## src/rtl/rsi_pkg.sv

```systemverilog
// ----------------------------------------------------------------------------
// rsi_pkg
// Types and constants shared by the ray versus segment intersection pipeline.
// ----------------------------------------------------------------------------
package rsi_pkg;

  localparam int COORD_BITS         = 16;
  localparam int FRACTION_ONE_BITS  = 16;

  // coordinate differences, products, determinants and point numerators
  localparam int DIFF_W = COORD_BITS + 1;
  localparam int PROD_W = 2 * COORD_BITS + 2;
  localparam int DET_W  = 2 * COORD_BITS + 3;
  localparam int NUM_W  = DET_W + DIFF_W + 1;
  localparam int REM_W  = NUM_W;

  // quotient bits, enough for the fraction range 0 .. 1.0 and for a point
  localparam int QUO_W = FRACTION_ONE_BITS + 1;

  localparam int FRONT_STAGES = 7;
  localparam int DIV_STEPS    = 2;
  localparam int DIV_STAGES   = (QUO_W + DIV_STEPS - 1) / DIV_STEPS;
  localparam int PIPE_STAGES  = FRONT_STAGES + DIV_STAGES + 1;

  localparam logic [QUO_W-1:0] FRACTION_ONE = QUO_W'(1) << FRACTION_ONE_BITS;

  typedef logic signed [COORD_BITS-1:0] coord_t;
  typedef logic signed [DIFF_W-1:0]     diff_t;
  typedef logic signed [PROD_W-1:0]     prod_t;
  typedef logic signed [DET_W-1:0]      det_t;
  typedef logic signed [NUM_W-1:0]      num_t;

  typedef struct packed {
    coord_t seg_start_x;
    coord_t seg_start_y;
    coord_t seg_end_x;
    coord_t seg_end_y;
    coord_t ray_origin_x;
    coord_t ray_origin_y;
    coord_t ray_dir_x;
    coord_t ray_dir_y;
  } rsi_req_t;

  typedef struct packed {
    logic             hit;
    logic             parallel;
    coord_t           hit_x;
    coord_t           hit_y;
    logic [QUO_W-1:0] seg_fraction;
  } rsi_rsp_t;

  // state carried through the divider stages
  typedef struct packed {
    logic             hit;
    logic             parallel;
    logic             sign_x;
    logic             sign_y;
    logic [DET_W-1:0] den;
    logic [REM_W-1:0] rem_x;
    logic [REM_W-1:0] rem_y;
    logic [REM_W-1:0] rem_f;
    logic [QUO_W-1:0] qx;
    logic [QUO_W-1:0] qy;
    logic [QUO_W-1:0] qf;
  } rsi_div_t;

endpackage

```

## src/rtl/rsi_out_stage.sv

```systemverilog
// ----------------------------------------------------------------------------
// rsi_out_stage
// Restores the point signs, clears the fields of a miss, output register.
// ----------------------------------------------------------------------------
module rsi_out_stage import rsi_pkg::*; (
  input  logic     clk_i,
  input  logic     en_i,
  input  rsi_div_t div_i,
  output rsi_rsp_t rsp_o
);

  rsi_rsp_t rsp_d, rsp_q;

  always_comb begin
    logic [QUO_W-1:0] px, py;
    px = div_i.sign_x ? -div_i.qx : div_i.qx;
    py = div_i.sign_y ? -div_i.qy : div_i.qy;
    rsp_d.hit          = div_i.hit;
    rsp_d.parallel     = div_i.parallel;
    rsp_d.hit_x        = div_i.hit ? coord_t'(px[COORD_BITS-1:0]) : '0;
    rsp_d.hit_y        = div_i.hit ? coord_t'(py[COORD_BITS-1:0]) : '0;
    rsp_d.seg_fraction = div_i.hit ? div_i.qf : '0;
  end

  always_ff @(posedge clk_i) begin
    if (en_i) rsp_q <= rsp_d;
  end

  assign rsp_o = rsp_q;

endmodule

```

## config.mk

```make
export PLATFORM = sky130hd
export DESIGN_NAME = rsi_out_stage
export DESIGN_NICKNAME = d
export VERILOG_FILES = /design/src/rtl/rsi_pkg.sv /design/src/rtl/rsi_out_stage.sv
export SDC_FILE = /design/constraint.sdc
export NUM_CORES = 1
export LEC_CHECK = 0
export BUFFER_PORTS_ARGS = -buffer_cell sky130_fd_sc_hd__buf_4
export CAP_MARGIN = 30
export CORE_AREA = 3 3 115 117
export CTS_CLUSTER_SIZE = 24
export DETAILED_ROUTE_END_ITERATION = 8
export DIE_AREA = 0 0 118 120
export PLACE_DENSITY = 0.61
export SLEW_MARGIN = 20
export SYNTH_ARGS = -nofsm -noshare
export SYNTH_HDL_FRONTEND = slang
export SYNTH_SLANG_ARGS = --single-unit
```

## constraint.sdc

```tcl
create_clock -name clk_i -period 1.8 [get_ports clk_i]
set_input_delay 0.09 -clock clk_i [delete_from_list [all_inputs] [get_ports clk_i]]
set_output_delay 0.09 -clock clk_i [all_outputs]
set_load 0.1 [all_outputs]
```

==> results.txt, run 1 <==
- Final cycle utilization of the critical path: roughly 80%
- In the final routed layout, each cell accounts on average for 15.8 um.
- Critical Path, Cell by Cell: buf_4 > or4_4 > o41ai_4 > xnor2_1 > and2_1
* Most common library cell in the layout ignoring fill and taps: sky130_fd_sc_hd__buf_4
- Class of the tightest hold or removal check: primary input to flop
* Post-route standard cell area excluding fillers: about 3700 um^2
- Number of synthesis warnings: 0
- Slowest Stage Delay on Critical Path: 0.62 ns
- Of all flip-flops after synthesis, the portion carrying an async set or reset was 0%.
* Peak fanout along the critical path: 9
* Starting DRT DRC Count: just under 80
- After detailed placement, the total cell area comes to about 3600 um^2.
* Count of input and output buffers: between 100 and 150
- Counting flops and latches in the post-synthesis netlist gives 51.
* Crit Path Class: primary input to flop
- Synthesis-to-finish area growth: 43.9%
- In the final routing, the length of wire on met1 measures between 3 and 4 mm.
- Across all layers, the routed design uses between 1,500 and 2,000 vias.
* Placement Setup Slack: a little under 0.08 ns
- TritonCTS built the clock tree.
- For this configuration, the core starts out at a cell density of about a fifth.
* Clock root buffer: sky130_fd_sc_hd__clkbuf_16
- FMAX: 705 MHz
- The first global-routing pass estimated 11.4 mm of wire.
- Highest signal layer in the routed design: met4
- The HPWL after detailed placement is ~5.7 mm.
- Summed over all layers, the global routing overflow is 0.
* Final max-slew violation count: 0
- Clock Sinks: 51
* Amount of wire on met2 after detailed routing: 2.98 mm
- Share of synthesized area occupied by flip-flops and latches: 58.8%
- Time the worst path needs with I/O delays and setup: approximately 1.4 ns
* Critical path data arrival time: around 1.5 ns
- Measured slew at the worst slew-check pin: around 0.67 ns
* Number of buffers and inverters on the critical path: 1
- Number of max-cap violations: 0
- IR analysis of the VDD net gives a maximum drop of approximately 0.00040 V.
- Via density per instance: between 4 and 5
- Count of flip-flops with a built-in enable after synthesis: 51
- The die covers ~14,000 um^2.
* Synthesized netlist net count: between 400 and 500
* CTS clk-pin slew, worst paths: approximately 0.070 ns
* Slowest cell on crit path: sky130_fd_sc_hd__or4_4
* Vias in the first global route: a little under 2,000
- Adding up every negative setup slack in the final design gives 0 ns.
- Overall fraction of global-route tracks in use: 10.6%
* Clock buffer count from CTS: 5
* Count of endpoints failing hold in the final timing report: 0
- The register with the most flip-flops in the layout has 51 of them.
- Proportion of layout cells with a drive suffix above 1: 40.4%
- Flip-flop cell with the highest count after synthesis: sky130_fd_sc_hd__edfxtp_1
- Worst relative slew slack: a little under three fifths
- The worst setup path is launched from a primary input.
- Diodes inserted: 0
* Final layout net count: between 500 and 600
- In this run the mean area of a mapped cell was between 10 and 15 um^2.
- The filler cells instantiated in the layout total around 1,300.
- Die extent in x: 118 um
* Mapped Cells: just over 200
* Placeable Area: around 12,000 um^2
* DR WL met3: roughly 1 mm
- Entering global routing, the biggest net connects between 50 and 60 pins.
* Commonest cells after routing, fill and taps aside: sky130_fd_sc_hd__buf_4 (107), sky130_fd_sc_hd__edfxtp_1 (51), sky130_fd_sc_hd__and2_1 (40)
* Power per cell area: about 1000 nW/um^2
- Number of levels in the clock H-tree: 2
- Setup violation total in the final timing report: 0
- Netlist Area Pre-Place: approximately 2600 um^2
- The first detailed-routing pass took 4 iterations.
* Antenna violations before repair: 0
- Setup repair after global routing left no endpoint under its margin.
- The kind of cell with the highest combined delay along the critical path is simple AND/OR/NAND/NOR gates.
* IO Count: just over 300
* Setup slack after layout: approximately 0.38 ns
- Crit. End Element: flop
- Clock Tree Buf Depth: 2
- Critical path required time: between 1.5 and 2 ns
- Static Leakage: approximately 1.5 nW
- DIE HEIGHT: approximately 120 um
- After synthesis, the netlist uses 32 different library cells.
- CTS resizes: 0
- In this run the core area contains 41 standard-cell rows.
- For this run, design rule violations remaining after detail routing come to 0.
* RD Place Congestion: approximately 0.74
- The flow ran to the end, and the final reports show no timing, DRC or antenna violations.
- The count of nets left with antenna violations once routing finished came out at 0.
* Final Routed Wirelength: around 7.6 mm
## kinds of logic (layout without fill, tap and decap cells)
kind of cell | count (synthesis) | in the layout | synth area share [%]
muxes | 6 | 6 | 2.31
DFF | 51 | 51 | 58.8
adders and majority gates | 2 | 2 | 0.961
AOI/OAI and AO/OA | 31 | 31 | 10.7
xor gates and xnor gates | 21 | 21 | 7.07
buffers and inverters | 17 | 122 | 2.74
and+or+nand+nor | 74 | 74 | 17.4
## power by group
group	switching, W	internal, W
registers	0.0000330	0.00143
clock network	0.000402	0.000649
logic	0.000948	0.000298
total	0.00138	0.00237
## area by class of cell
class / count / area [um^2] / area share (%)
multi-input cells: 134 / 1000 / 26.7
well taps: 172 / 215 / 5.75
inverters: 7 / 26.3 / 0.702
clock inverters: 1 / 30.0 / 0.802
clock buffers: 6 / 129 / 3.44
repair buffers: 108 / 813 / 21.7
flip-flops and latches: 51 / 1530 / 40.9
## through the flow
step                      utilization [%]  hold WS (ns)  cells  total power, W
after floorplan                         -         0.189    202         0.00238
after global placement               28.7         0.282    471         0.00273
after detailed placement             28.7         0.282    471         0.00274
after CTS                            30.0        0.0858    479         0.00381
after global routing                 30.0        0.0887    479         0.00391
final                                30.0        0.0924    479         0.00376
## routing by layer
metal | global-route usage (%) | vias to the layer above
met5 | 0 | -
met3 | 6.41 | 4
li1 | - | 946
met1 | 14.5 | 915
met4 | 2.64 | 0
met2 | 13.8 | 77
## timing repair
action                                 in CTS  in global routing
endpoints found under the hold margin       1                  0
buffers inserted                            0                  0
hold buffers                                1                  0
## path summary, 6_finish.rpt
kind	start	end	slack, ns	cells past startpoint
worst max-delay path	div_i[38]	rsp_o[46]	0.38	5
worst min-delay path	div_i[11]	rsp_o[11]	0.09	2
## synthesized netlist by cell type, types with 5 or more instances
library cell / number / area share (%)
sky130_fd_sc_hd__a31oi_1: 5 / 1.2
sky130_fd_sc_hd__o31ai_1: 5 / 1.4
sky130_fd_sc_hd__edfxtp_1: 51 / 59
sky130_fd_sc_hd__o41ai_2: 5 / 3.1
sky130_fd_sc_hd__o21ai_0: 5 / 0.96
sky130_fd_sc_hd__mux2i_1: 6 / 2.3
sky130_fd_sc_hd__xnor2_1: 16 / 5.4
sky130_fd_sc_hd__and2_1: 40 / 9.6
sky130_fd_sc_hd__clkbuf_1: 9 / 1.3
sky130_fd_sc_hd__or3_1: 6 / 1.4
sky130_fd_sc_hd__inv_1: 6 / 0.87
sky130_fd_sc_hd__xor2_1: 5 / 1.7
Power figures use the tool's default switching activity.
==> inputs of run 2 (changes only) <==
CORE_AREA = 3 3 116 118   (was 3 3 115 117)
DIE_AREA = 0 0 119 121   (was 0 0 118 120)
PLACE_DENSITY = 0.62   (was 0.61)
clock period = 1.2 ns   (was 1.8 ns; I/O delays follow)
==> results.txt, run 2 (same netlist as run 1, synthesis figures left out) <==
- Counting the buffers created by CTS gives 5.
- Residual DRC: 0
* Starting utilization of the core area: 20.7%
- Starting DRT DRC Count: 110
* Placeable Area: about 13,000 um^2
- The tightest min-delay check is of the primary input to flop type.
- The H-tree was split into 2 levels.
* Clock root buffer: sky130_fd_sc_hd__clkbuf_16
* Peak fanout along the critical path: 5
* Measured slew at the worst slew-check pin: ~0.49 ns
* Static Leakage: ~1.7 nW
- The flow ran to the end, but the final reports show violations.
* DIE HEIGHT: 121 um
- Max-cap violations in this run came to 0.
- Via density per instance: between 4 and 5
- Hold is met by between 0.05 and 0.06 ns.
- Input and output buffers added on the ports amount to between 100 and 150.
- The via count of the first global-routing pass came to 2,258.
- STA classifies the critical path startpoint as a primary input.
- The number of endpoints with negative hold slack in the final report was 0.
- Antenna violations before repair: 0
* Half-perimeter wire length of the detailed placement result: around 6.3 mm
- The library cells used most frequently in the layout, excluding fill and tap cells, are sky130_fd_sc_hd__buf_4 (133), sky130_fd_sc_hd__edfxtp_1 (51), sky130_fd_sc_hd__and2_1 (40).
- Worst relative slew slack: between 60 and 70%
- Routability-driven placement finished with a final weighted congestion of between 0.8 and 0.9.
- Crit. End Element: flop
- Entering global routing, the biggest net connects 39 pins.
- Leaving out fill and tap cells, the most frequent cell in the layout is sky130_fd_sc_hd__buf_4.
- TritonCTS built the clock tree.
- The floorplan has approximately 40 rows.
- Number of flip-flops under the largest register name: 51
- For this run, the detailed router's first-pass iteration total came to 4.
* Highest ir drop seen on vdd: around 0.00056 V
* Overall fraction of global-route tracks in use: a little under an eighth
- The post-route netlist has 51.5% of its cells at a drive strength greater than 1.
* Crit Path Class: primary input to flop
* Final max-slew violation count: 0
- Wire length of the first global-routing pass: ~13 mm
- Once routing completed, OpenROAD measured the worst setup slack at -0.0799 ns.
* Clock Tree Buf Depth: 2
- The most critical setup path has its startpoint at div_i[37].
* Total congestion overflow: 0
- The number of antenna diodes in the final layout is 0.
- Final Routed Wirelength: between 8 and 9 mm
- Clock Sinks: 51
* Detail-routed net length per standard cell: 16.3 um
* Time the worst path needs with I/O delays and setup: ~1.3 ns
- Die extent in x: between 100 and 150 um
- Data on the critical path arrives at its endpoint at ~1.3 ns.
* Final cycle utilization of the critical path: 107%
- In this run the most critical hold path is launched from div_i[5].
- Setup repair after global routing could not meet its margin everywhere.
* Final layout net count: 595
- For this run, the share of the core covered by cells in the final layout is approximately a third.
- Setup violation total in the final timing report: 6
- Routed via count: between 2,000 and 2,500
- IO Count: slightly above 300
- Number of routed nets with antenna violations: 0
- Power per cell area: ~1400 nW/um^2
- FMAX: a little under 800 MHz
- The final reports fail on setup timing.
- Data on the critical path is required at its endpoint by 1.25 ns.
* CTS clk-pin slew, worst paths: about 0.07 ns
- Die outline area: approximately 14,000 um^2
* Final setup TNS: -0.303 ns
- Synthesis-to-finish area growth: 64.3%
run 2: changes by cell type in the layout (fill, tap and decap cells not counted), moves of 3 or more:
cell and change:
sky130_fd_sc_hd__or4_4 +3, sky130_fd_sc_hd__buf_6 +6, sky130_fd_sc_hd__buf_4 +26, sky130_fd_sc_hd__nor3_1 -3
sky130_fd_sc_hd__o41ai_4 +6, sky130_fd_sc_hd__o41ai_2 -4, sky130_fd_sc_hd__o31ai_1 -5, sky130_fd_sc_hd__o31ai_4 +3
run 2: worst paths after layout:
path	to	depth (start not counted)
worst min-delay path	rsp_o[5]	2
worst max-delay path	rsp_o[46]	5
run 2: metal layers:
| metal | part of all wire (%) | track usage (%) |
|---|---|---|
| met5 | 0 | 0 |
| met1 | 45 | 15.2 |
| met2 | 40 | 15.8 |
| met3 | 14 | 7.65 |
| met4 | 0.88 | 2.61 |
run 2: final cells by class:
| type | instances | area, um^2 |
|---|---|---|
| clock buffer | 6 | 129 |
| clock inverter | 1 | 30.0 |
| fill | 1267 | 8290 |
| inverter | 7 | 26.3 |
| multi-input combinational | 135 | 1230 |
| sequential | 51 | 1530 |
| tap | 172 | 215 |
| timing repair buffer | 142 | 1120 |
run 2: critical path: stages:
cell                      delay, ns
sky130_fd_sc_hd__buf_6         0.10
sky130_fd_sc_hd__or4_4         0.60
sky130_fd_sc_hd__o41ai_4       0.32
sky130_fd_sc_hd__xnor2_1       0.11
sky130_fd_sc_hd__and2_1        0.14
run 2: metrics by stage:
step | std cells | instance area, um^2 | power [W] | setup slack [ns]
floorplan | 202 | 2730 | 0.00361 | -0.293
global placement | 504 | 3950 | 0.00424 | -0.426
detailed placement | 504 | 3950 | 0.00425 | -0.469
CTS | 513 | 4220 | 0.00591 | -0.0779
global route | 514 | 4280 | 0.00607 | -0.118
finish | 514 | 4280 | 0.00586 | -0.0799
run 2: repair_timing:
item | CTS | global route
resized for setup | 15 | 7
hold buffers | 1 | 0
setup buffers | 0 | 1
hold endpoints to repair | 1 | 0
pin swaps | 3 | 3
cloned | 1 | 0
setup endpoints to repair | 12 | 13
run 2: power by group:
group / switching (W) / internal, W
combinational: 0.00151 / 0.000556
clock: 0.000631 / 0.000975
sequential: 0.0000552 / 0.00214
total: 0.00219 / 0.00367
==> inputs of run 3 (changes only) <==
ABC_AREA = 1   (was unset)
CORE_AREA = 3 3 115 117   (was 3 3 116 118)
DIE_AREA = 0 0 118 120   (was 0 0 119 121)
PLACE_DENSITY = 0.63   (was 0.62)
==> results.txt, run 3 <==
- For the pin with the worst max-slew slack, the measured transition is slightly above 0.3 ns.
- Non-Filler Instances: around 590
- Final layout net count: 671
* Detail-routed net length per standard cell: roughly 14 um
- The setup path with the least slack is of type flop to primary output.
* Power per cell area: approximately 1500 nW/um^2
- For this configuration, the core starts out at a cell density of 21.2%.
- DR WL met3: roughly 900 um
- Wires add up to 8.15 mm.
- Final cycle utilization of the critical path: between 80% and 90%
- RD Place Congestion: between 0.8 and 0.9
* Critical path data arrival time: between 0.9 and 1 ns
- Ranked by total cell area, the synthesized netlist is headed by sky130_fd_sc_hd__edfxtp_1 (58%), sky130_fd_sc_hd__nand2_1 (11%), sky130_fd_sc_hd__nor2_1 (8.0%).
- FMAX: about 990 MHz
* CTS clk-pin slew, worst paths: roughly 0.070 ns
- Total area of multi-input combinational cells: around 900 um^2
* Number of synthesis warnings: 0
- XOR/XNOR Fraction of Synth Area: 0%
* Proportion of layout cells with a drive suffix above 1: 32.0%
- For this design the top-level I/O count stands at 302.
- After clock tree synthesis, the flow added hold-fix buffers numbering 1.
- The smallest clock period supported by the final layout is computed as roughly 1 ns.
- Yosys top cell by area: sky130_fd_sc_hd__edfxtp_1
- Summing all non-filler instances in the final layout gives an area of between 3000 and 4000 um^2.
* Commonest cells after routing, fill and taps aside: sky130_fd_sc_hd__buf_4 (114), sky130_fd_sc_hd__nand2_1 (75), sky130_fd_sc_hd__nor2_1 (56)
* Largest net degree at the start of global routing: 28
- Data on the critical path is required at its endpoint by approximately 1.1 ns.
- After synthesis, the largest area contributor takes up 58.0% of total cell area.
* Final max-slew violation count: 0
- The clock tree synthesis step divided the H-tree into 2 levels.
- Antenna violations before repair: 0
* Setup Fix Bufs, Post-CTS: 0
* Count of input and output buffers: around 110
- In this run the top signal layer used is met4.
- Post-CTS repair changed the size of 0 cells.
- Total congestion overflow: 0
- Once detail routing completed, the nets flagged for antenna violations numbered 0.
- The min-delay analysis places its worst path in the category primary input to flop.
- Diodes inserted: 0
* Setup repair after global routing missed its margin: false
* Critical Path, Cell by Cell: buf_4
* Residual DRC: 0
- Complex-gate fraction of the synthesized area: between 7 and 8%
- Together, buffers and inverters on the worst path number 1.
- Share of synthesized flip-flops with an asynchronous set or reset: 0%
- Dividing the detail-routed via count by the number of cells gives ~4.1.
- The number of clock buffers added by TritonCTS is 5.
- Dominant combinational cell family by area after synthesis: simple AND/OR/NAND/NOR gates
- Die outline area: roughly 14,000 um^2
* Synthesized netlist net count: 556
- Multiplexer cells account for 0% of the synthesized area.
- The die is 120 um tall.
- After floorplanning, the core was sized to cover 12,500 um^2.
* Netlist Area Pre-Place: approximately 2600 um^2
* Area taken by flip-flops and latches: ~1500 um^2
* Slowest cell on crit path: sky130_fd_sc_hd__edfxtp_1
* Wire length of the first global-routing pass: around 13 mm
- Die extent in x: about 120 um
* Number of flip-flops under the largest register name: 51
- Vias in the first global route: between 2,000 and 2,500
- Among cell families on the critical path, the largest total delay comes from flip-flops.
- Mapped Cells: 303
- Number of max-cap violations: 0
- Highest ir drop seen on vdd: between 0.0008 and 0.0009 V
- Wire segments on met2 add up to 3.32 mm in the final route.
- Starting DRT DRC Count: about 120
- Area of placed instances: approximately 3700 um^2
- The run finished with clean final reports.
- Sequential cells were found to cover a little under 60% of the synthesized design area.
- Static Leakage: 1.81 nW
- Overall fraction of global-route tracks in use: between 10% and 20%
- In this run, synthesis inferred 51 flip-flops with an integrated enable.
* Most instantiated library cell after synthesis: sky130_fd_sc_hd__nand2_1
- By count the netlist is led by sky130_fd_sc_hd__nand2_1 (75), sky130_fd_sc_hd__nor2_1 (56), sky130_fd_sc_hd__edfxtp_1 (51).
* CTS tree: yes
* Instance count after placement with tap cells included: 582
- Fill cells in the final layout number 1,319.
- Most common library cell in the layout ignoring fill and taps: sky130_fd_sc_hd__buf_4
- After synthesis the netlist holds a flip-flop and latch count of 51.
* Clock root buffer: sky130_fd_sc_hd__clkbuf_16
- Synthesized-area fraction occupied by adder cells: less than 1%
- Averaged over all synthesized cells, the footprint is a little under 9 um^2.
- In this run the worst path has a maximum fanout of 1.
* Count of endpoints failing hold in the final timing report: 0
- Clock Sinks: 51
- After Yosys synthesis, and, or, nand and nor cells account for a little over a quarter of the synthesized area.
- Total iterations of the first detailed-routing run: 4
* Half-perimeter wire length of the detailed placement result: 6.35 mm
* Synth unique cells: 19
- Core Rows: ~40
- The clock passes through at most 2 buffers.
* Flip-flop cell with the highest count after synthesis: sky130_fd_sc_hd__edfxtp_1
* Routed via count: ~2,400
- Synthesis-to-finish area growth: 46.6%
* Slowest Stage Delay on Critical Path: 0.36 ns
- In the final routing, the length of wire on met1 measures roughly 3.8 mm.
- Worst relative slew slack: between 70% and 80%
- The worst setup path is captured at a primary output.
- Setup violation total in the final timing report: 0
- STA classifies the critical path startpoint as a flop.
run 3: cells by family (layout without fill, tap and decap cells):
| kind of cell | count (synthesis) | count (layout) |
|---|---|---|
| adder cells (fa/ha/maj) | 2 | 2 |
| AO/OA/AOI/OAI | 37 | 37 |
| buffers and inverters | 48 | 164 |
| AND/OR/NAND/NOR | 165 | 165 |
| flip-flops | 51 | 51 |
run 3: metrics by stage:
step / total power, W / hold WS, ns / utilization [%] / TNS (ns) / setup slack [ns]
after floorplan: 0.00354 / 0.159 / - / 0 / 0.183
after CTS: 0.00577 / 0.0134 / 31.0 / 0 / 0.161
after global placement: 0.00408 / 0.262 / 29.6 / -0.0439 / -0.0339
final: 0.00570 / 0.0233 / 31.0 / 0 / 0.190
after global routing: 0.00594 / 0.0219 / 31.0 / 0 / 0.120
after detailed placement: 0.00408 / 0.255 / 29.6 / -0.146 / -0.0489
run 3: worst paths after layout:
kind                   from   endpoint  slack, ns  depth (start not counted)
setup / recovery  rsp_o[25]  rsp_o[25]       0.19                          1
hold / removal     div_i[6]   rsp_o[6]       0.02                          3
run 3: area by class of cell:
class                   instances  area share (%)
flip-flops and latches         51            39.6
well taps                     172            5.56
multi-input cells             204            23.3
inverters                      39            3.78
clock buffers                   5            3.23
repair buffers                117            23.4
clock inverters                 3            1.10
run 3: layer usage:
layer,up-vias,GRT usage [%]
li1,1213,-
met1,1124,15.4
met2,91,16.4
met3,6,5.98
met4,0,4.10
met5,-,0
run 3: power breakdown:
part	switching [W]	internal [W]	leakage, nW
combinational	0.00144	0.000421	1.23
sequential	0.0000469	0.00213	0.492
clock	0.000674	0.000986	0.0818
