$ cat config.mk
export PLATFORM = sky130hd
export DESIGN_NAME = rsi_div_stage
export DESIGN_NICKNAME = d
export VERILOG_FILES = /design/src/rtl/rsi_pkg.sv /design/src/rtl/rsi_div_stage.sv
export SDC_FILE = /design/constraint.sdc
export NUM_CORES = 1
export LEC_CHECK = 0
export BUFFER_PORTS_ARGS = -buffer_cell sky130_fd_sc_hd__buf_2
export CORE_MARGIN = 8
export CORE_UTILIZATION = 45
export CTS_CLUSTER_DIAMETER = 30
export DETAILED_ROUTE_END_ITERATION = 12
export PLACE_DENSITY = 0.69
export RECOVER_POWER = 50
export SLEW_MARGIN = 20
export SYNTH_ARGS = -nofsm -noshare
export SYNTH_HDL_FRONTEND = slang
export SYNTH_SLANG_ARGS = --single-unit
$ cat constraint.sdc
create_clock -name clk_i -period 8.7 [get_ports clk_i]
set_input_delay 0.87 -clock clk_i [delete_from_list [all_inputs] [get_ports clk_i]]
set_output_delay 0.87 -clock clk_i [all_outputs]
set_load 0.03 [all_outputs]
$ cat src/rtl/rsi_pkg.sv
// ----------------------------------------------------------------------------
// rsi_pkg
// Types and constants shared by the ray versus segment intersection pipeline.
// ----------------------------------------------------------------------------
package rsi_pkg;

  localparam int COORD_BITS         = 16;
  localparam int FRACTION_ONE_BITS  = 16;

  // coordinate differences, products, determinants and point numerators
  localparam int DIFF_W = COORD_BITS + 1;
  localparam int PROD_W = 2 * COORD_BITS + 2;
  localparam int DET_W  = 2 * COORD_BITS + 3;
  localparam int NUM_W  = DET_W + DIFF_W + 1;
  localparam int REM_W  = NUM_W;

  // quotient bits, enough for the fraction range 0 .. 1.0 and for a point
  localparam int QUO_W = FRACTION_ONE_BITS + 1;

  localparam int FRONT_STAGES = 7;
  localparam int DIV_STEPS    = 2;
  localparam int DIV_STAGES   = (QUO_W + DIV_STEPS - 1) / DIV_STEPS;
  localparam int PIPE_STAGES  = FRONT_STAGES + DIV_STAGES + 1;

  localparam logic [QUO_W-1:0] FRACTION_ONE = QUO_W'(1) << FRACTION_ONE_BITS;

  typedef logic signed [COORD_BITS-1:0] coord_t;
  typedef logic signed [DIFF_W-1:0]     diff_t;
  typedef logic signed [PROD_W-1:0]     prod_t;
  typedef logic signed [DET_W-1:0]      det_t;
  typedef logic signed [NUM_W-1:0]      num_t;

  typedef struct packed {
    coord_t seg_start_x;
    coord_t seg_start_y;
    coord_t seg_end_x;
    coord_t seg_end_y;
    coord_t ray_origin_x;
    coord_t ray_origin_y;
    coord_t ray_dir_x;
    coord_t ray_dir_y;
  } rsi_req_t;

  typedef struct packed {
    logic             hit;
    logic             parallel;
    coord_t           hit_x;
    coord_t           hit_y;
    logic [QUO_W-1:0] seg_fraction;
  } rsi_rsp_t;

  // state carried through the divider stages
  typedef struct packed {
    logic             hit;
    logic             parallel;
    logic             sign_x;
    logic             sign_y;
    logic [DET_W-1:0] den;
    logic [REM_W-1:0] rem_x;
    logic [REM_W-1:0] rem_y;
    logic [REM_W-1:0] rem_f;
    logic [QUO_W-1:0] qx;
    logic [QUO_W-1:0] qy;
    logic [QUO_W-1:0] qf;
  } rsi_div_t;

endpackage

$ cat src/rtl/rsi_div_stage.sv
// ----------------------------------------------------------------------------
// rsi_div_stage
// One register stage of the three parallel restoring dividers.
// ----------------------------------------------------------------------------
module rsi_div_stage import rsi_pkg::*; #(
  parameter int STAGE_IDX = 0
) (
  input  logic     clk_i,
  input  logic     en_i,
  input  rsi_div_t div_i,
  output rsi_div_t div_o
);

  localparam int TOP_BIT = QUO_W - 1 - STAGE_IDX * DIV_STEPS;

  rsi_div_t div_d, div_q;

  always_comb begin
    logic [REM_W-1:0] dsh;
    logic [REM_W:0]   dfx, dfy, dff;
    int               bitpos;
    div_d  = div_i;
    dsh    = '0;
    dfx    = '0;
    dfy    = '0;
    dff    = '0;
    bitpos = 0;
    for (int j = 0; j < DIV_STEPS; j++) begin
      bitpos = TOP_BIT - j;
      if (bitpos >= 0) begin
        dsh = REM_W'(div_d.den) << bitpos;
        dfx = {1'b0, div_d.rem_x} - {1'b0, dsh};
        dfy = {1'b0, div_d.rem_y} - {1'b0, dsh};
        dff = {1'b0, div_d.rem_f} - {1'b0, dsh};
        // no borrow means the shifted divisor fits: take the quotient bit
        if (!dfx[REM_W]) begin
          div_d.rem_x = dfx[REM_W-1:0];
          div_d.qx    = div_d.qx | (QUO_W'(1) << bitpos);
        end
        if (!dfy[REM_W]) begin
          div_d.rem_y = dfy[REM_W-1:0];
          div_d.qy    = div_d.qy | (QUO_W'(1) << bitpos);
        end
        if (!dff[REM_W]) begin
          div_d.rem_f = dff[REM_W-1:0];
          div_d.qf    = div_d.qf | (QUO_W'(1) << bitpos);
        end
      end
    end
  end

  always_ff @(posedge clk_i) begin
    if (en_i) div_q <= div_d;
  end

  assign div_o = div_q;

endmodule

==> metrics.cfg, run 1 <==
[floorplan]
die_y_um = 234
io_pins = 500
start_util = 0.457
row_count = 79
core_mm2 = 0.0467
die_w_um = 234
die_area_mm2 = 0.0546

[final_layout]
largest_reg_flops = 249
multi_input_area_mm2 = 0.0132
num-fill-cells = 4254
seq_area_mm2 = 0.00748
finalInstanceArea_mm2 = 0.0263
nets = 3228
areaGrowthSynthToFinish_pct = 23.4
final_layout_size_suffix_gt1_frac = 0.204

[cts]
cts_tree = done
cts_resized = 0
h-tree-depth = 3
cts_setup_buffers = 0
cts_made_buffers = 66
clk_path_buf_depth = 3
clk_pin_slew_ns = 0.05
clock-root-buffer = clkbuf_16
cts_hold_buf = 0
cts_sinks = 249

[setup_path]
cp-start-kind = input port
required_ns = 9.02
arrival_ns = 7.67
path_class = input port to register
crit_fanout = 37
end_kind = register
crit_end = div_o[67]
cp-startpoint = div_i[211]

[detailed_routing]
first_pass_iters = 5
via_per_inst = 5.78
drcViolationCount = 0
vias = 19800
wl_per_cell_um = 21.4
routed_wl_mm = 73.2
drt-initial-drc-count = 1286
detail-route-antenna-nets = 0

[global_routing]
gr-usage-all-layers = 0.254
grt_pass1_vias = 19300
grt_max_degree = 153
antenna_found_initial = 10
grt_pass1_wl_mm = 107
grt-ovfl-total = 0

[hold_path]
hold_class = input port to register
min_from = div_i[22]

[timing]
tns_ns = 0
period_needed_ns = 7.35
fmax_ghz = 0.136
setup-violations-final = 0
finalHoldViolCount = 0
relSlewSlack = -2.66
timing.final.ws_setup_ns = 1.35
period_share = 0.844
worst_pin_slew_ns = 5.48
rsz0062_at_grt = no
slew_viol_final = 99
fin_hold_ws_ns = 0.454

[pwr]
power_frac_clock = 0.332
p_sw_frac = 0.385
vdd_ir_drop_max_mv = 0.167
p_int_mw = 4.25
power.switching_mw = 2.66
power_frac_seq = 0.251
pwr_density_cell_mw_per_mm2 = 263
p_total_mw = 6.91
combinationalPowerShare = 0.417
power.leakage_nw = 11.0

[place]
dp_hpwl_mm = 58.9
dp_slack_ns = 0.983
io_buffers = 499
place_area_mm2 = 0.0244
routabilityCongestion = 0.933

[job]
drv_cap = 1

[logic_synthesis]
async_flop_share = 0
yosys-top-cells-area = edfxtp_1, ha_1, a21oi_1
synthDistinctLibCells = 80
synth_top_area_share = 0.351
synth_flop_cell = edfxtp_1
synthesis.instances = 2248
syn-num-nets = 2715
yosys.area.top_type = edfxtp_1
yosysWarnings = 0
avgSynthCellArea_um2 = 9.48
synth_edf_count = 249
synth-seq-cells = 249
syn_area_mm2 = 0.0213
synth-seq-area-share = 0.351

[status]
status = complete, but fails checks
violations = capacitance limit, slew limit

critical path: stages:
cell and delay (ns):
clkbuf_1 0.32, inv_1 0.36, ha_1 0.37, nor2b_1 0.14, o31a_2 0.32, o31ai_4 0.27
a31oi_4 0.19, a31oi_4 0.31, o31ai_4 0.14, a21oi_4 0.53, buf_4 0.42, o21ai_0 0.20
ha_1 0.39, a21oi_1 0.17, o21ai_0 0.15, a21oi_1 0.22, a211oi_1 0.11, a211oi_1 0.41
o21ai_0 0.28, nand2_1 0.17, nand2_1 0.12, nor4_4 0.22, buf_4 0.49, mux2_2 0.40
metrics by stage:
stage	util	cells
floorplan	-	2248
global placement	0.523	3300
detailed placement	0.523	3300
CTS	0.568	3420
global route	0.564	3420
finish	0.564	3423
cells by family (layout without fill, tap and decap cells):
group / count (synthesis) / in the layout / share of synthesized area
AOI/OAI and AO/OA: 726 / 726 / 0.218
xor gates and xnor gates: 166 / 166 / 0.0682
other: 0 / 3 / 0
buffers and inverters: 169 / 734 / 0.0328
adders and majority gates: 216 / 216 / 0.129
DFF: 249 / 249 / 0.351
muxes: 130 / 130 / 0.0682
and+or+nand+nor: 592 / 592 / 0.133
power groups by stage:
stage                     registers (mW)  logic [mW]  clock network (mW)
after floorplan                     2.23        1.63                   0
after global placement              1.75        2.85                   0
after detailed placement            1.75        2.89                   0
after CTS                           1.73        2.91                2.34
after global routing                1.76        3.12                2.41
final                               1.74        2.88                2.29
cells in the final DEF (no fill, tap or decap), types with 25 or more instances in the layout:
cell type / Yosys / layout
mux2_1: 27 / 27
nor2_1: 157 / 157
nand2_1: 183 / 182
clkbuf_16: 0 / 68
clkbuf_1: 48 / 176
xor2_1: 64 / 64
xnor2_1: 102 / 102
nand4_1: 30 / 30
a21o_1: 67 / 67
a211oi_1: 29 / 29
inv_1: 98 / 98
ha_1: 210 / 210
o21a_1: 46 / 46
buf_2: 15 / 329
nand2b_1: 31 / 31
nor3_1: 27 / 27
a21oi_1: 225 / 225
o211ai_1: 29 / 29
o21bai_1: 25 / 25
mux2_2: 91 / 91
nand3_1: 46 / 46
edfxtp_1: 249 / 249
o21ai_0: 158 / 158
how the worst min path moves through the flow:
stage,end,slack [ns],depth (start not counted)
after global placement,div_o[60],1.05,1
after global routing,div_o[22],0.43,1
after floorplan,div_o[0],0.97,0
after detailed placement,div_o[28],1.05,1
final,div_o[22],0.45,1
after CTS,div_o[22],0.42,1
Yosys cell counts, drive strengths merged, types with 14 or more instances:
cell type	instances
buf	22
nor2	157
nor3	28
and3	16
o21bai	25
nand4	30
o31ai	19
nand3	46
ha	210
nand2	183
a21o	67
clkbuf	49
xnor2	102
nor2b	21
o21a	46
a211oi	29
and4	14
o21ai	161
o211ai	29
inv	98
and2	14
xor2	64
or3	16
a31oi	22
nand2b	31
edfxtp	249
a21oi	227
mux2	119
layout make-up:
| cell class | instances | area share |
|---|---|---|
| multi-input cells | 1830 | 0.500 |
| flip-flops and latches | 249 | 0.284 |
| well taps | 607 | 0.0289 |
| diodes | 3 | 0.000285 |
| repair buffers | 516 | 0.0922 |
| clock buffers | 74 | 0.0655 |
| inverters | 98 | 0.0140 |
| clock inverters | 46 | 0.0149 |
per-layer routing:
metal  routed length, um  share of wire  track usage  up-vias
li1                    -              -            -     9561
met5                  64        0.00087            0        -
met3                6180          0.084       0.0644      164
met4                3320          0.045        0.127       10
met2               33900           0.46        0.422      808
met1               29700           0.41        0.302     9247
Note: power is estimated with default switching activity, not from simulation.
==> run 2: changes to the inputs <==
--- a/config.mk
+++ b/config.mk
@@ -10,7 +10,7 @@
 export CORE_UTILIZATION = 45
 export CTS_CLUSTER_DIAMETER = 30
 export DETAILED_ROUTE_END_ITERATION = 12
-export PLACE_DENSITY = 0.69
+export PLACE_DENSITY = 0.71
 export RECOVER_POWER = 50
 export SLEW_MARGIN = 20
 export SYNTH_ARGS = -nofsm -noshare
==> constraint.sdc (replaced) <==
create_clock -name clk_i -period 5.9 [get_ports clk_i]
set_input_delay 0.59 -clock clk_i [delete_from_list [all_inputs] [get_ports clk_i]]
set_output_delay 0.59 -clock clk_i [all_outputs]
set_load 0.03 [all_outputs]
==> run 2 against run 1 <==
  * Largest cell class unchanged
  * Power rose by 67%
  * Cell count rose by 17%
  * Sequential power rose by 50%
  * Flip-flop and latch count did not move
  * Final area rose by 19%
  * Critical path type unchanged
  * The flow still finishes with violations (capacitance limit, slew limit)
==> metrics.cfg, run 2 (synthesis results as in run 1) <==
[detailed_routing]
detail-route-antenna-nets = 0  ; unchanged
vias = 22300  ; +13%
via_per_inst = 5.56  ; -3.8%
wl_per_cell_um = 20.8  ; -3.0%
drcViolationCount = 0  ; unchanged
drt-initial-drc-count = 1547  ; +20%
first_pass_iters = 6  ; +1
routed_wl_mm = 83.2  ; +14%

[pwr]
power.switching_mw = 4.25  ; +60%
p_sw_frac = 0.368  ; -0.0171
pwr_density_cell_mw_per_mm2 = 370  ; +41%
power_frac_seq = 0.226  ; -0.025
power_frac_clock = 0.329  ; -0.003
combinationalPowerShare = 0.445  ; +0.028
p_total_mw = 11.5  ; +67%
p_int_mw = 7.30  ; +72%
vdd_ir_drop_max_mv = 0.253  ; +52%
power.leakage_nw = 14.1  ; +28%

[final_layout]
layout_commonest_cell = buf_4
areaGrowthSynthToFinish_pct = 46.2
num-fill-cells = 3862  ; -9.2%
seq_area_mm2 = 0.00748  ; unchanged
finalInstanceArea_mm2 = 0.0312  ; +19%
utilization = 0.668  ; +0.104
multi_input_area_mm2 = 0.0133  ; +0.82%
layout_common_cells = buf_4, buf_2, edfxtp_1, a21oi_1, ha_1
final_layout_size_suffix_gt1_frac = 0.355  ; +0.150
largest_reg_flops = 249  ; unchanged
nets = 3807  ; +18%

[cts]
clock-root-buffer = clkbuf_16
cts_sinks = 249  ; unchanged
h-tree-depth = 3  ; unchanged
cts_tree = done
clk_path_buf_depth = 3  ; unchanged
cts_made_buffers = 69  ; +4.5%
clk_pin_slew_ns = 0.05  ; about the same

[place]
io_buffers = 499  ; unchanged
dp_hpwl_mm = 67.8  ; +15%
routabilityCongestion = 0.989  ; +5.9%
place_area_mm2 = 0.0288  ; +18%

[timing]
period_needed_ns = 5.71
finalHoldViolCount = 0  ; unchanged
slew_viol_final = 252  ; +150%
period_share = 0.967
fmax_ghz = 0.175
relSlewSlack = -1.11  ; +1.54
fin_hold_ws_ns = 0.177  ; -0.277 ns
setup-violations-final = 0  ; unchanged
worst_pin_slew_ns = 3.17  ; -2.32 ns

[global_routing]
grt_pass1_vias = 22500  ; +17%
grt-ovfl-total = 0  ; unchanged
gr-usage-all-layers = 0.291  ; +0.0373
antenna_found_initial = 7  ; -3
grt_max_degree = 128  ; -16%
grt_pass1_wl_mm = 124  ; +15%

[setup_path]
required_ns = 6.23  ; -2.79 ns
cp-startpoint = div_i[211]
arrival_ns = 6.03  ; -1.64 ns
crit_fanout = 17  ; -54%
end_kind = register
cp-start-kind = input port
path_class = input port to register

[status]
violations = capacitance limit, slew limit
status = complete, but fails checks

[floorplan]
row_count = 79  ; unchanged
start_util = 0.457  ; unchanged
core_mm2 = 0.0467  ; unchanged
die_y_um = 234  ; unchanged
die_w_um = 234  ; unchanged
io_pins = 500  ; unchanged
die_area_mm2 = 0.0546  ; unchanged

[hold_path]
min_to = div_o[2]
min_from = div_i[2]
hold_class = input port to register
whs_path_depth = 1  ; unchanged

[job]
drv_cap = 2  ; +1

run 2: repair_timing:
action,in CTS,in global routing
cloned,0,2
buffers inserted,0,7
hold buffers,0,0
resized for setup,1,33
endpoints found under the setup margin,1,107
pin swaps,0,17
run 2: power groups by stage:
stage                     combinational [mW]  clock (mW)  sequential (mW)
after floorplan                         2.40           0             3.29
after CTS                               5.11        3.86             2.61
after detailed placement                5.07           0             2.62
final                                   5.14        3.80             2.61
after global routing                    5.54        3.95             2.64
after global placement                  4.98           0             2.62
run 2: per-stage QoR:
step / cells / worst slack [ns] / setup TNS (ns)
2_1_floorplan: 2248 / -0.00878 / -0.00878
3_3_place_gp: 3867 / -0.594 / -31.07
3_5_place_dp: 3867 / -0.591 / -42.25
4_1_cts: 3991 / 0.00636 / 0
5_1_grt: 4004 / -0.0877 / -0.137
6_report: 4005 / 0.194 / 0
run 2: how the worst max path moves through the flow:
stage,to,slack [ns],cells after the start
finish,div_o[75],0.19,28
global route,div_o[152],-0.09,27
CTS,div_o[69],0.006,25
detailed placement,div_o[69],-0.59,25
global placement,div_o[75],-0.59,25
floorplan,div_o[84],-0.009,24
run 2: per-layer routing:
| layer | GRT usage | up-vias | wire length, um |
|---|---|---|---|
| li1 | - | 10700 | - |
| met1 | 0.338 | 10500 | 32900 |
| met2 | 0.507 | 886 | 40000 |
| met3 | 0.0597 | 195 | 6520 |
| met4 | 0.141 | 6 | 3680 |
| met5 | 0 | - | 46 |
run 2: layout make-up:
| class | instances | area share |
|---|---|---|
| clock inverter | 47 | 0.0177 |
| tap | 607 | 0.0244 |
| clock buffer | 77 | 0.0577 |
| inverter | 98 | 0.0119 |
| multi-input combinational | 1830 | 0.425 |
| sequential | 249 | 0.240 |
| timing repair buffer | 1092 | 0.223 |
| antenna | 5 | 0.000401 |
run 2: worst max-delay path, cell delays in order:
cell and delay, ns:
buf_2 0.13, clkinvlp_4 0.16, ha_1 0.29, nor2b_1 0.15
o31a_2 0.34, o31ai_4 0.30, a31oi_4 0.17, a31oi_4 0.28
o31ai_4 0.10, a21oi_4 0.18, buf_12 0.14, buf_12 0.15
mux2_2 0.38, ha_1 0.33, nand2_1 0.08, o21ai_1 0.08
a311oi_1 0.26, buf_4 0.17, nor2_1 0.05, a211oi_2 0.24
buf_4 0.16, o21ai_2 0.07, nand2_1 0.12, nand2_2 0.08
nor4_4 0.24, buf_6 0.17, clkbuf_16 0.20, mux2_1 0.36
==> run 3: changes to the inputs <==
--- a/config.mk
+++ b/config.mk
@@ -6,11 +6,13 @@
 export NUM_CORES = 1
 export LEC_CHECK = 0
 export BUFFER_PORTS_ARGS = -buffer_cell sky130_fd_sc_hd__buf_2
+export CELL_PAD_IN_SITES_DETAIL_PLACEMENT = 0
+export CELL_PAD_IN_SITES_GLOBAL_PLACEMENT = 1
 export CORE_MARGIN = 8
-export CORE_UTILIZATION = 45
+export CORE_UTILIZATION = 38
 export CTS_CLUSTER_DIAMETER = 30
 export DETAILED_ROUTE_END_ITERATION = 12
-export PLACE_DENSITY = 0.71
+export PLACE_DENSITY_LB_ADDON = 0.1
 export RECOVER_POWER = 50
 export SLEW_MARGIN = 20
 export SYNTH_ARGS = -nofsm -noshare
==> run 3 against run 2 <==
  * The flow still finishes with violations (capacitance limit, slew limit)
  * Die area is 17% higher
  * Power is 2.9% lower
  * Global-route usage is 3.9 points lower
  * Final area is 0.23% higher
  * Sequential share of layout area is 0.055 points lower
  * Core utilization is 11 points lower
  * Sequential power hardly changed
  * Clock power is 8.9% lower
  * Critical path type unchanged
  * Largest cell class unchanged
==> metrics.cfg, run 3 (synthesis results as in run 1) <==
[global_routing]
grt_pass1_wl_mm = 126  ; +1.4%
grt-ovfl-total = 0  ; unchanged
grt_pass1_vias = 22100  ; -1.6%
grt_max_degree = 122  ; -4.7%
antenna_found_initial = 8  ; +1
gr-usage-all-layers = 0.252  ; -0.0390

[setup_path]
crit_fanout = 24  ; +7
required_ns = 6.22  ; about the same
crit_family = compound AO/OA/AOI/OAI gates
crit_end = div_o[136]
crit_slowest_cell = a211oi_2
crit_buf_inv = 6  ; -2
cp-start-kind = input port
cp-startpoint = div_i[212]
slowest_delay_ns = 0.42  ; +0.04 ns
critical_path.cell_chain = buf_2, inv_1, buf_4, ha_1, o21a_1, o31a_1, o211ai_1, a211oi_2, o2111ai_1, nand2_2, buf_12, mux2_2, ha_1, and4_1, o2111ai_1, a221o_2, a211oi_4, nor2_1, o21ai_1, a21boi_1, nand4_1, buf_4, buf_12, mux2_2
arrival_ns = 5.95  ; -0.08 ns
end_kind = register
path_class = input port to register
cp_num_cells = 24  ; -14%

[cts]
clk_pin_slew_ns = 0.05  ; about the same
cts_hold_buf = 0  ; unchanged
cts_made_buffers = 69  ; unchanged
h-tree-depth = 3  ; unchanged
cts_tree = done
clock-root-buffer = clkbuf_16
cts_sinks = 249  ; unchanged
clk_path_buf_depth = 3  ; unchanged

[detailed_routing]
dr_wl_met3_mm = 5.32  ; -18%
met1_length_mm = 34.4  ; +4.5%
wl_per_cell_um = 20.4  ; -1.8%
drt-initial-drc-count = 1087  ; -30%
first_pass_iters = 5  ; -1
vias = 21600  ; -3.0%
detail-route-antenna-nets = 0  ; unchanged
met2WireLength_mm = 41.9  ; +4.9%
highest_layer = met5
drcViolationCount = 0  ; unchanged
via_per_inst = 5.22  ; -6.3%
routed_wl_mm = 84.5  ; +1.6%

[final_layout]
layout_commonest_cell = buf_4
nets = 3803  ; -0.11%
finalInstanceArea_mm2 = 0.0313  ; +0.23%
final_layout_size_suffix_gt1_frac = 0.386  ; +0.0312
largest_reg_flops = 249  ; unchanged
layout_common_cells = buf_4, buf_2, edfxtp_1, a21oi_1, ha_1
areaGrowthSynthToFinish_pct = 46.6

[floorplan]
die_y_um = 253  ; +8.2%
row_count = 87  ; +10%
start_util = 0.381  ; -0.0759
die_area_mm2 = 0.0639  ; +17%
core_mm2 = 0.0560  ; +20%
io_pins = 500  ; unchanged
die_w_um = 253  ; +8.2%

[pwr]
vdd_ir_drop_max_mv = 0.287  ; +13%
p_total_mw = 11.2  ; -2.9%
power.leakage_nw = 14.3  ; +1.5%
pwr_density_cell_mw_per_mm2 = 359  ; -3.1%

[timing]
setup-violations-final = 0  ; unchanged
slew_viol_final = 73  ; -71%
finalHoldViolCount = 0  ; unchanged
rsz0062_at_grt = no
relSlewSlack = -2.12  ; -1.01
fin_hold_ws_ns = 0.171  ; -0.00650 ns
period_share = 0.953  ; -0.0142
timing.final.ws_setup_ns = 0.278  ; +0.0838 ns
fmax_ghz = 0.178  ; +1.5%
worst_pin_slew_ns = 4.68  ; +1.51 ns
period_needed_ns = 5.62  ; -0.0838 ns

[place]
routabilityCongestion = 0.941  ; -4.8%
io_buffers = 499  ; unchanged
dp_slack_ns = -0.715  ; -0.123 ns
dp_hpwl_mm = 70.6  ; +4.0%
place_area_mm2 = 0.0289  ; +0.42%

[status]
violations = capacitance limit, slew limit
status = complete, but fails checks

[job]
drv_cap = 1  ; -1

[hold_path]
hold_class = input port to register

-- run 3: changes by cell type in the layout (fill, tap and decap cells not counted), moves of 4 or more --
cell	delta
clkinv_1	+7
clkinvlp_4	+4
inv_6	-7
clkinv_4	-8
buf_2	+123
clkbuf_1	-120
a211oi_2	+4
bufinv_16	-6
-- run 3: final cells by class --
class                   count  area [um2]
diodes                      3        7.51
clock buffers              79        1810
clock inverters            42         373
fillers                  5298       24700
inverters                  98         375
multi-input cells        1830       13200
flip-flops and latches    249        7480
well taps                 756         946
repair buffers           1088        7020
-- run 3: report_power, final --
| part | switching, mW | internal [mW] | leakage [nW] |
|---|---|---|---|
| Clock | 1.15 | 2.31 | 1.04 |
| Combinational | 2.88 | 2.28 | 10.8 |
| Sequential | 0.132 | 2.46 | 2.44 |
-- run 3: per-stage QoR --
stage	instances	TNS [ns]	util
after detailed placement	4014	-52.80	0.517
final	4145	0	0.559
after global routing	4142	0	0.558
after global placement	4014	-44.40	0.517
after CTS	4135	0	0.556
after floorplan	2248	-0.00878	-
-- run 3: metal layers --
layer / up-vias / GRT usage
met5: - / 0
met3: 136 / 0.0555
met4: 6 / 0.0846
met2: 631 / 0.455
li1: 10700 / -
met1: 10100 / 0.292
-- run 3: worst min-delay path by stage --
| stage | from | endpoint | depth (start not counted) |
|---|---|---|---|
| 6_report | div_i[25] | div_o[25] | 1 |
| 4_1_cts | div_i[25] | div_o[25] | 1 |
| 5_1_grt | div_i[25] | div_o[25] | 1 |
| 3_3_place_gp | div_i[51] | div_o[51] | 1 |
| 2_1_floorplan | div_i[0] | div_o[0] | 0 |
| 3_5_place_dp | div_i[13] | div_o[13] | 1 |
-- run 3: repair_timing --
| item | CTS | global route |
|---|---|---|
| resized for setup | 1 | 25 |
| endpoints found under the setup margin | 22 | 109 |
| gates cloned | 0 | 2 |
| setup buffers | 0 | 5 |
| pin swaps | 0 | 9 |
